--- src/jnls_pkg.sv ---
package jnls_pkg;

  // Character classes produced by the front end.
  localparam int ClassW = 4;
  typedef logic [ClassW-1:0] class_t;

  localparam class_t CL_OTHER = 4'd0;   // nothing a literal can use
  localparam class_t CL_ZERO  = 4'd1;   // '0'
  localparam class_t CL_OCT   = 4'd2;   // '1' to '7'
  localparam class_t CL_D89   = 4'd3;   // '8' or '9'
  localparam class_t CL_DOT   = 4'd4;   // '.'
  localparam class_t CL_XCH   = 4'd5;   // 'x' or 'X'
  localparam class_t CL_ECH   = 4'd6;   // 'e' or 'E'
  localparam class_t CL_FCH   = 4'd7;   // 'f' or 'F'
  localparam class_t CL_DCH   = 4'd8;   // 'd' or 'D'
  localparam class_t CL_LCH   = 4'd9;   // 'l' or 'L'
  localparam class_t CL_HEXL  = 4'd10;  // 'a' to 'c', 'A' to 'C'

  // Scanner phases.
  localparam logic [2:0] PH_BEGIN  = 3'd0;
  localparam logic [2:0] PH_PREFIX = 3'd1;
  localparam logic [2:0] PH_DEC    = 3'd2;
  localparam logic [2:0] PH_OCT    = 3'd3;
  localparam logic [2:0] PH_HEX    = 3'd4;
  localparam logic [2:0] PH_FRAC   = 3'd5;
  localparam logic [2:0] PH_EXP    = 3'd6;

  // Literal kinds.
  localparam logic [1:0] K_INT    = 2'd0;
  localparam logic [1:0] K_LONG   = 2'd1;
  localparam logic [1:0] K_FLOAT  = 2'd2;
  localparam logic [1:0] K_DOUBLE = 2'd3;

  // Error codes.
  localparam logic [1:0] ERR_NONE = 2'd0;
  localparam logic [1:0] ERR_OCT  = 2'd1;
  localparam logic [1:0] ERR_HEX  = 2'd2;

  // Queue depth between front and back ends.
  localparam int QueueDepth = 2;

  // One result word.
  typedef struct packed {
    logic [1:0] error_code;
    logic [1:0] literal_kind;
    logic       done_res;
    logic       consumed;
  } res_t;

endpackage

--- src/jnls_front.sv ---
module jnls_front (
  input  logic [7:0]             char_code,
  output jnls_pkg::class_t       char_class
);

  // Map one source byte onto the small set of classes the scanner cares about.
  always_comb begin
    case (char_code) inside
      8'h30:                                 char_class = jnls_pkg::CL_ZERO;
      [8'h31:8'h37]:                         char_class = jnls_pkg::CL_OCT;
      8'h38, 8'h39:                          char_class = jnls_pkg::CL_D89;
      8'h2E:                                 char_class = jnls_pkg::CL_DOT;
      8'h78, 8'h58:                          char_class = jnls_pkg::CL_XCH;
      8'h65, 8'h45:                          char_class = jnls_pkg::CL_ECH;
      8'h66, 8'h46:                          char_class = jnls_pkg::CL_FCH;
      8'h64, 8'h44:                          char_class = jnls_pkg::CL_DCH;
      8'h6C, 8'h4C:                          char_class = jnls_pkg::CL_LCH;
      [8'h61:8'h63], [8'h41:8'h43]:          char_class = jnls_pkg::CL_HEXL;
      default:                               char_class = jnls_pkg::CL_OTHER;
    endcase
  end

endmodule

--- src/jnls_queue.sv ---
module jnls_queue #(
  parameter int Depth = jnls_pkg::QueueDepth
) (
  input  logic              clk,
  input  logic              rst,
  input  logic              push,
  input  jnls_pkg::class_t  push_data,
  output logic              full,
  input  logic              pop,
  output logic              not_empty,
  output jnls_pkg::class_t  pop_data
);

  localparam int PtrW = (Depth > 1) ? $clog2(Depth) : 1;
  localparam int CntW = $clog2(Depth + 1);

  jnls_pkg::class_t entries [Depth];
  logic [PtrW-1:0]  wr_ptr;
  logic [PtrW-1:0]  rd_ptr;
  logic [CntW-1:0]  count;

  assign full      = (count == CntW'(Depth));
  assign not_empty = (count != '0);
  assign pop_data  = entries[rd_ptr];

  // Storage writes.
  always_ff @(posedge clk) begin
    if (push) begin
      entries[wr_ptr] <= push_data;
    end
  end

  // Pointers and fill count.
  always_ff @(posedge clk) begin
    if (rst) begin
      wr_ptr <= '0;
      rd_ptr <= '0;
      count  <= '0;
    end else begin
      if (push) begin
        wr_ptr <= (wr_ptr == PtrW'(Depth - 1)) ? '0 : wr_ptr + 1'b1;
      end
      if (pop) begin
        rd_ptr <= (rd_ptr == PtrW'(Depth - 1)) ? '0 : rd_ptr + 1'b1;
      end
      if (push && !pop) begin
        count <= count + 1'b1;
      end else if (pop && !push) begin
        count <= count - 1'b1;
      end
    end
  end

endmodule

--- src/jnls_back.sv ---
module jnls_back (
  input  logic              clk,
  input  logic              rst,
  input  logic              in_valid,
  input  jnls_pkg::class_t  in_class,
  output logic              in_pop,
  output logic              out_valid,
  input  logic              out_ready,
  output jnls_pkg::res_t    out_res
);

  logic [2:0]     phase;
  logic [2:0]     phase_next;
  jnls_pkg::res_t res_next;
  logic [1:0]     kind_so_far;
  logic           is_digit;

  // Take a class whenever the output register is empty or being emptied.
  assign in_pop = in_valid && (!out_valid || out_ready);

  // Fraction and exponent phases always belong to a double literal.
  assign kind_so_far = (phase == jnls_pkg::PH_FRAC || phase == jnls_pkg::PH_EXP) ?
                       jnls_pkg::K_DOUBLE : jnls_pkg::K_INT;
  assign is_digit = (in_class == jnls_pkg::CL_ZERO || in_class == jnls_pkg::CL_OCT ||
                     in_class == jnls_pkg::CL_D89);

  // Scanner transition and result for one character class.
  always_comb begin
    phase_next            = jnls_pkg::PH_BEGIN;
    res_next.consumed     = 1'b0;
    res_next.done_res     = 1'b1;
    res_next.literal_kind = kind_so_far;
    res_next.error_code   = jnls_pkg::ERR_NONE;
    case (phase)
      jnls_pkg::PH_PREFIX, jnls_pkg::PH_OCT, jnls_pkg::PH_DEC: begin
        if (phase == jnls_pkg::PH_PREFIX && in_class == jnls_pkg::CL_XCH) begin
          phase_next = jnls_pkg::PH_HEX;
        end else if (phase == jnls_pkg::PH_DEC && is_digit) begin
          phase_next = jnls_pkg::PH_DEC;
        end else if (phase == jnls_pkg::PH_PREFIX && is_digit) begin
          phase_next = jnls_pkg::PH_OCT;
        end else if (in_class == jnls_pkg::CL_ZERO || in_class == jnls_pkg::CL_OCT) begin
          phase_next = jnls_pkg::PH_OCT;
        end else if (in_class == jnls_pkg::CL_D89) begin
          res_next.literal_kind = jnls_pkg::K_INT;
          res_next.error_code   = jnls_pkg::ERR_OCT;
        end else if (in_class == jnls_pkg::CL_DOT) begin
          phase_next = jnls_pkg::PH_FRAC;
        end else if (in_class == jnls_pkg::CL_ECH) begin
          phase_next = jnls_pkg::PH_EXP;
        end else if (in_class == jnls_pkg::CL_FCH) begin
          res_next.consumed     = 1'b1;
          res_next.literal_kind = jnls_pkg::K_FLOAT;
        end else if (in_class == jnls_pkg::CL_DCH) begin
          res_next.consumed     = 1'b1;
          res_next.literal_kind = jnls_pkg::K_DOUBLE;
        end else if (in_class == jnls_pkg::CL_LCH) begin
          res_next.consumed     = 1'b1;
          res_next.literal_kind = jnls_pkg::K_LONG;
        end
      end
      jnls_pkg::PH_HEX: begin
        if (is_digit || in_class == jnls_pkg::CL_HEXL || in_class == jnls_pkg::CL_ECH ||
            in_class == jnls_pkg::CL_FCH || in_class == jnls_pkg::CL_DCH) begin
          phase_next = jnls_pkg::PH_HEX;
        end else if (in_class == jnls_pkg::CL_DOT) begin
          res_next.error_code = jnls_pkg::ERR_HEX;
        end else if (in_class == jnls_pkg::CL_LCH) begin
          res_next.consumed     = 1'b1;
          res_next.literal_kind = jnls_pkg::K_LONG;
        end
      end
      jnls_pkg::PH_FRAC, jnls_pkg::PH_EXP: begin
        if (is_digit) begin
          phase_next = phase;
        end else if (phase == jnls_pkg::PH_FRAC && in_class == jnls_pkg::CL_ECH) begin
          phase_next = jnls_pkg::PH_EXP;
        end else if (in_class == jnls_pkg::CL_FCH) begin
          res_next.consumed     = 1'b1;
          res_next.literal_kind = jnls_pkg::K_FLOAT;
        end else if (in_class == jnls_pkg::CL_DCH) begin
          res_next.consumed     = 1'b1;
          res_next.literal_kind = jnls_pkg::K_DOUBLE;
        end
      end
      default: begin
        if (in_class == jnls_pkg::CL_ZERO) begin
          phase_next = jnls_pkg::PH_PREFIX;
        end else if (is_digit) begin
          phase_next = jnls_pkg::PH_DEC;
        end else if (in_class == jnls_pkg::CL_DOT) begin
          phase_next = jnls_pkg::PH_FRAC;
        end else begin
          res_next.literal_kind = jnls_pkg::K_INT;
        end
      end
    endcase
    // Any move to a working phase consumes the character and reports nothing else.
    if (phase_next != jnls_pkg::PH_BEGIN) begin
      res_next.consumed     = 1'b1;
      res_next.done_res     = 1'b0;
      res_next.literal_kind = jnls_pkg::K_INT;
    end
  end

  // Phase register.
  always_ff @(posedge clk) begin
    if (rst) begin
      phase <= jnls_pkg::PH_BEGIN;
    end else if (in_pop) begin
      phase <= phase_next;
    end
  end

  // Output word register.
  always_ff @(posedge clk) begin
    if (rst) begin
      out_valid <= 1'b0;
    end else if (in_pop) begin
      out_valid <= 1'b1;
    end else if (out_ready) begin
      out_valid <= 1'b0;
    end
  end

  always_ff @(posedge clk) begin
    if (in_pop) begin
      out_res <= res_next;
    end
  end

  // A finished literal always sends the scanner back to its begin phase.
  a_done_restarts: assert property (@(posedge clk) disable iff (rst)
    in_pop && res_next.done_res |=> phase == jnls_pkg::PH_BEGIN)
    else $error("scanner did not restart after a finished literal");

  // An error never consumes the character and always ends the literal.
  a_error_form: assert property (@(posedge clk) disable iff (rst)
    out_valid && out_res.error_code != jnls_pkg::ERR_NONE |->
    !out_res.consumed && out_res.done_res && out_res.literal_kind == jnls_pkg::K_INT)
    else $error("error word has a bad form");

  // A word still in progress carries neither kind nor error.
  a_progress_form: assert property (@(posedge clk) disable iff (rst)
    out_valid && !out_res.done_res |->
    out_res.consumed && out_res.literal_kind == jnls_pkg::K_INT &&
    out_res.error_code == jnls_pkg::ERR_NONE)
    else $error("in-progress word has a bad form");

  // A stalled output word is held.
  a_out_hold: assert property (@(posedge clk) disable iff (rst)
    out_valid && !out_ready |=> out_valid && $stable(out_res))
    else $error("output word changed while stalled");

endmodule

--- src/java_numeric_literal_scanner_top.sv ---
// A word accepted on s_tdata is classified and held in the class queue; its result word is
// then registered in the output register, from which it is offered on m_tdata.
// Throughput: one character word per cycle while neither side stalls; the class queue
// (two entries by default) and the output register let either side stall for a short
// while without stopping the other. Reset (rst, synchronous, active high) empties the
// queue and the output register and puts the scanner in its begin phase.
module java_numeric_literal_scanner_top #(
  parameter int QueueDepth = jnls_pkg::QueueDepth
) (
  input  logic       clk,
  input  logic       rst,
  input  logic       s_tvalid,
  output logic       s_tready,
  input  logic [7:0] s_tdata,   // [7:0] char_code
  output logic       m_tvalid,
  input  logic       m_tready,
  output logic [7:0] m_tdata    // [0] consumed, [1] done_res, [3:2] literal_kind,
                                // [5:4] error_code, [7:6] zero
);

  jnls_pkg::class_t char_class;
  jnls_pkg::class_t queue_class;
  jnls_pkg::res_t   res;
  logic             queue_full;
  logic             queue_valid;
  logic             queue_pop;
  logic             push;

  assign s_tready = !queue_full;
  assign push     = s_tvalid && s_tready;

  // Front end: classify the incoming character.
  jnls_front u_front (
    .char_code  (s_tdata),
    .char_class (char_class)
  );

  // Queue of classified characters.
  jnls_queue #(
    .Depth (QueueDepth)
  ) u_queue (
    .clk       (clk),
    .rst       (rst),
    .push      (push),
    .push_data (char_class),
    .full      (queue_full),
    .pop       (queue_pop),
    .not_empty (queue_valid),
    .pop_data  (queue_class)
  );

  // Back end: scanner state machine and output word register.
  jnls_back u_back (
    .clk       (clk),
    .rst       (rst),
    .in_valid  (queue_valid),
    .in_class  (queue_class),
    .in_pop    (queue_pop),
    .out_valid (m_tvalid),
    .out_ready (m_tready),
    .out_res   (res)
  );

  assign m_tdata = {2'b00, res};

endmodule

--- config.mk ---
export PLATFORM = sky130hd
export DESIGN_NAME = java_numeric_literal_scanner_top
export DESIGN_NICKNAME = d
export VERILOG_FILES = /design/src/jnls_pkg.sv /design/src/jnls_front.sv /design/src/jnls_queue.sv /design/src/jnls_back.sv /design/src/java_numeric_literal_scanner_top.sv
export SDC_FILE = /design/constraint.sdc
export NUM_CORES = 1
export LEC_CHECK = 0
export BUFFER_PORTS_ARGS = -buffer_cell sky130_fd_sc_hd__buf_2
export CAP_MARGIN = 10
export CORE_MARGIN = 4
export CORE_UTILIZATION = 45
export CTS_CLUSTER_DIAMETER = 80
export DETAILED_ROUTE_END_ITERATION = 10
export GPL_TIMING_DRIVEN = 0
export PLACE_DENSITY_LB_ADDON = 0.1
export SLEW_MARGIN = 20
export SYNTH_ARGS = -nofsm -noshare
export SYNTH_HDL_FRONTEND = slang
export SYNTH_SLANG_ARGS = --single-unit
--- constraint.sdc ---
create_clock -name clk -period 2.3 [get_ports clk]
set_input_delay 0 -clock clk [delete_from_list [all_inputs] [get_ports clk]]
set_output_delay 0 -clock clk [all_outputs]
set_load 0.01 [all_outputs]
==> results.toml <==
[run_status]
status = "completed"

[finish]
layout-drive-gt1-share = 0.2000
nets = 209
final_common_cell = "nand2_1"
layout.cells.non_filler = 241
num_antenna_cells = 0
layout_common_cells = "19 x nand2_1, 18 x nor2_1, 17 x buf_2, 14 x edfxtp_1, 10 x a21oi_1"
fin_util = 0.5227
area_growth_pct = 11.86
finish.instance_area_um2 = 1758

[sta]
tightest_slew_ps = 480.9
slew_headroom = 0.6702
worst_clock_skew_ps = 14.48
fin_tns_setup_ps = 0
worst_slack_ps = 112.6
rsz0062_at_grt = "no"
finalHoldViolations = 0
fin_crit_sh = 0.9511
slew_violations = 0
period_needed_ps = 2187
hold_ws_ps = 20.49
max_freq_mhz = 457.2
setup_violations = 0

[global_route]
track_usage = 0.1624
grt.overflow.total = 0
grt_pass1_vias = 1342
grt_antenna_before_repair = 0
grt_max_degree = 14
grt_pass1_wl_um = 5568

[clock_tree]
cts_tree = "built"
cts_root_buf = "clkbuf_4"
clock_sink_count = 23
clock_path_buffers = 2
insertion_delay_ps = 310
post_cts_buffers = 0
cts_made_buffers = 3
clkSlewWorstSetupHoldPaths_ps = 130
h-tree-depth = 1

[setup_path]
crit_path_end_kind = "flop"
crit_top_cell = "buf_6"
arrival_ps = 2240
crit_required_ps = 2350
worstSetupEndpoint = "u_back.out_res[1]$_DFFE_PP_"
crit_path_start_kind = "flop"
cp_slowest_stage_delay_ps = 400
critPathMaxFanout = 10
reg2regPathDepth = 7
criticalPathCategory = "reg -> reg"
worst_path_max_delay_cell = "a2111oi_4"
reg2reg_slack_ps = 110
reg2reg_to = "u_back.out_res[1]$_DFFE_PP_"
worstPathCellList = "buf_6 > or3b_1 > buf_6 > a2111oi_4 > o211ai_1 > a32oi_2 > a211oi_1"

[yosys]
yosys_warnings = 0
synth_area_per_cell_um2 = 9.032
yosysSeqAreaShare = 0.3822
synth_cell_types = 52
synth_edf_count = 14
synth_cells = 174
synth_ff_type = "edfxtp_1"
ys_ff_latch = 23
syn-cell-area_um2 = 1572
synthArstFlopShare = 0

[power]
clkPwrFrac = 0.084
vdd_ir_drop_max_mv = 0.5160
p_sw_uw = 963.5
power_mw = 2.142
pwr-share-comb = 0.584
power.density_nw_per_um2 = 1219
leakagePower_nw = 0.6244
switching_share = 0.4498
p_int_mw = 1.179
p_seq_frac = 0.332

[detailed_routing]
postRouteAntennaNets = 0
wl_met2_um = 1640
drc = 0
via_per_inst = 5.863
dr_wl_met3_um = 177
initialDrtViolationCount = 131
drt-pass1-iter-count = 4
drt_wl_total_um = 3359
wl_met1_um = 1442
highest_layer = "met4"
vias = 1413
wl_per_cell_um = 13.94

[placement]
dp_worst_setup_slack_ps = 97.67
gp_congestion = 0.8595
portBuffers = 16
dpl.cell_count = 237
placed_cell_area_um2 = 1713
dp_hpwl_um = 2642

[worst_hold_path]
min_path_type = "in -> reg"
min_path_cells = 2

[floorplanning]
die_w_um = 67.10
row_count = 21
dieArea_um2 = 4502
core_area_um2 = 3363
ios = 22
start_util = 0.4673
die_y_um = 67.10

[flow_run]
drv_cap = 0
cell usage after synthesis, types with 2 or more instances:
master     instances  area (µm²)
nand3_1            8       40.04
a21oi_1           10       50.05
nand2_1           19       71.32
nor2_1            18       67.56
dfxtp_1            9       180.2
nand3b_1           3       22.52
or3_1              5       31.28
xnor2_1            3       26.28
a211oi_1           3       22.52
nand2b_1           4       25.02
mux2_2             2       22.52
buf_6              2       22.52
nor3b_1            4       30.03
or3b_2             4       35.03
o211ai_1           2       15.01
a22oi_1            3       22.52
buf_4              2       15.01
nor3_1             4       20.02
xor2_1             4       35.03
a21boi_0           2       15.01
edfxtp_1          14       420.4
inv_1              4       15.01
o21ai_0            5       25.02
o311ai_0           2       17.52
o2111ai_1          4       35.03
clkbuf_1           6       22.52
mux2i_1            3       30.03
routing by layer:
layer,GRT usage,vias to the layer above
li1,-,693
met1,0.1911,663
met2,0.2834,48
met3,0.02530,9
met4,0.07848,0
met5,0,-
final cells by class:
cell class	count	area [µm²]
Fill cell	348	1605
Multi-Input combinational cell	137	905.9
Sequential cell	23	600.6
Timing Repair Buffer	17	90.09
Buffer	10	61.31
Tap cell	46	57.56
Clock buffer	3	22.52
Inverter	4	15.01
Clock inverter	1	5.005
worst min-delay path by stage:
stage	from	endpoint	slack [ps]
6_report	rst	flop	20
5_1_grt	rst	flop	80
4_1_cts	rst	flop	20
3_5_place_dp	m_tready	u_back.out_valid$_SDFFE_PP0P_	290
3_3_place_gp	m_tready	u_back.out_valid$_SDFFE_PP0P_	290
2_1_floorplan	m_tready	u_back.out_valid$_SDFFE_PP0P_	200
state kept, by name, summed over array words and instances, names as in the netlist, named ones only:
| signal | flops |
|---|---|
| u_queue.entries | 8 |
| u_back.out_res | 6 |
| u_back.phase | 3 |
| u_queue.count | 2 |
| u_back.out_valid | 1 |
| u_queue.rd_ptr | 1 |
| u_queue.wr_ptr | 1 |
worst max-delay path: cells and delay by family (launching register included):
kind	cells	cell delay, ps
buf+inv	2	270
flops	1	330
simple gates	1	380
compound gates	4	940
power groups by stage:
stage / registers [mW] / logic [mW] / clock network, mW
3_3_place_gp: 0.693 / 1.24 / 0
2_1_floorplan: 0.716 / 0.940 / 0
6_report: 0.712 / 1.25 / 0.180
4_1_cts: 0.686 / 1.26 / 0.187
3_5_place_dp: 0.697 / 1.25 / 0
5_1_grt: 0.732 / 1.39 / 0.205
logic make-up (layout without fill, tap and decap cells):
logic type      Yosys count  in the layout  share of synthesized area
mux                       5              5                    0.03344
xor+xnor                  7              7                    0.03901
flops                    23             23                     0.3822
buf+inv                  15             35                    0.05094
fa+ha+maj                 1              1                   0.007961
compound gates           46             46                     0.2325
simple gates             76             76                     0.2516
other cells               1              2                   0.002386
what timing repair did:
item                                   in CTS  in global routing
resized for setup                           0                  3
setup endpoints to repair                   0                  1
endpoints found under the hold margin       1                  0
hold buffers                                1                  0
Note: power is estimated with default switching activity, not from simulation.
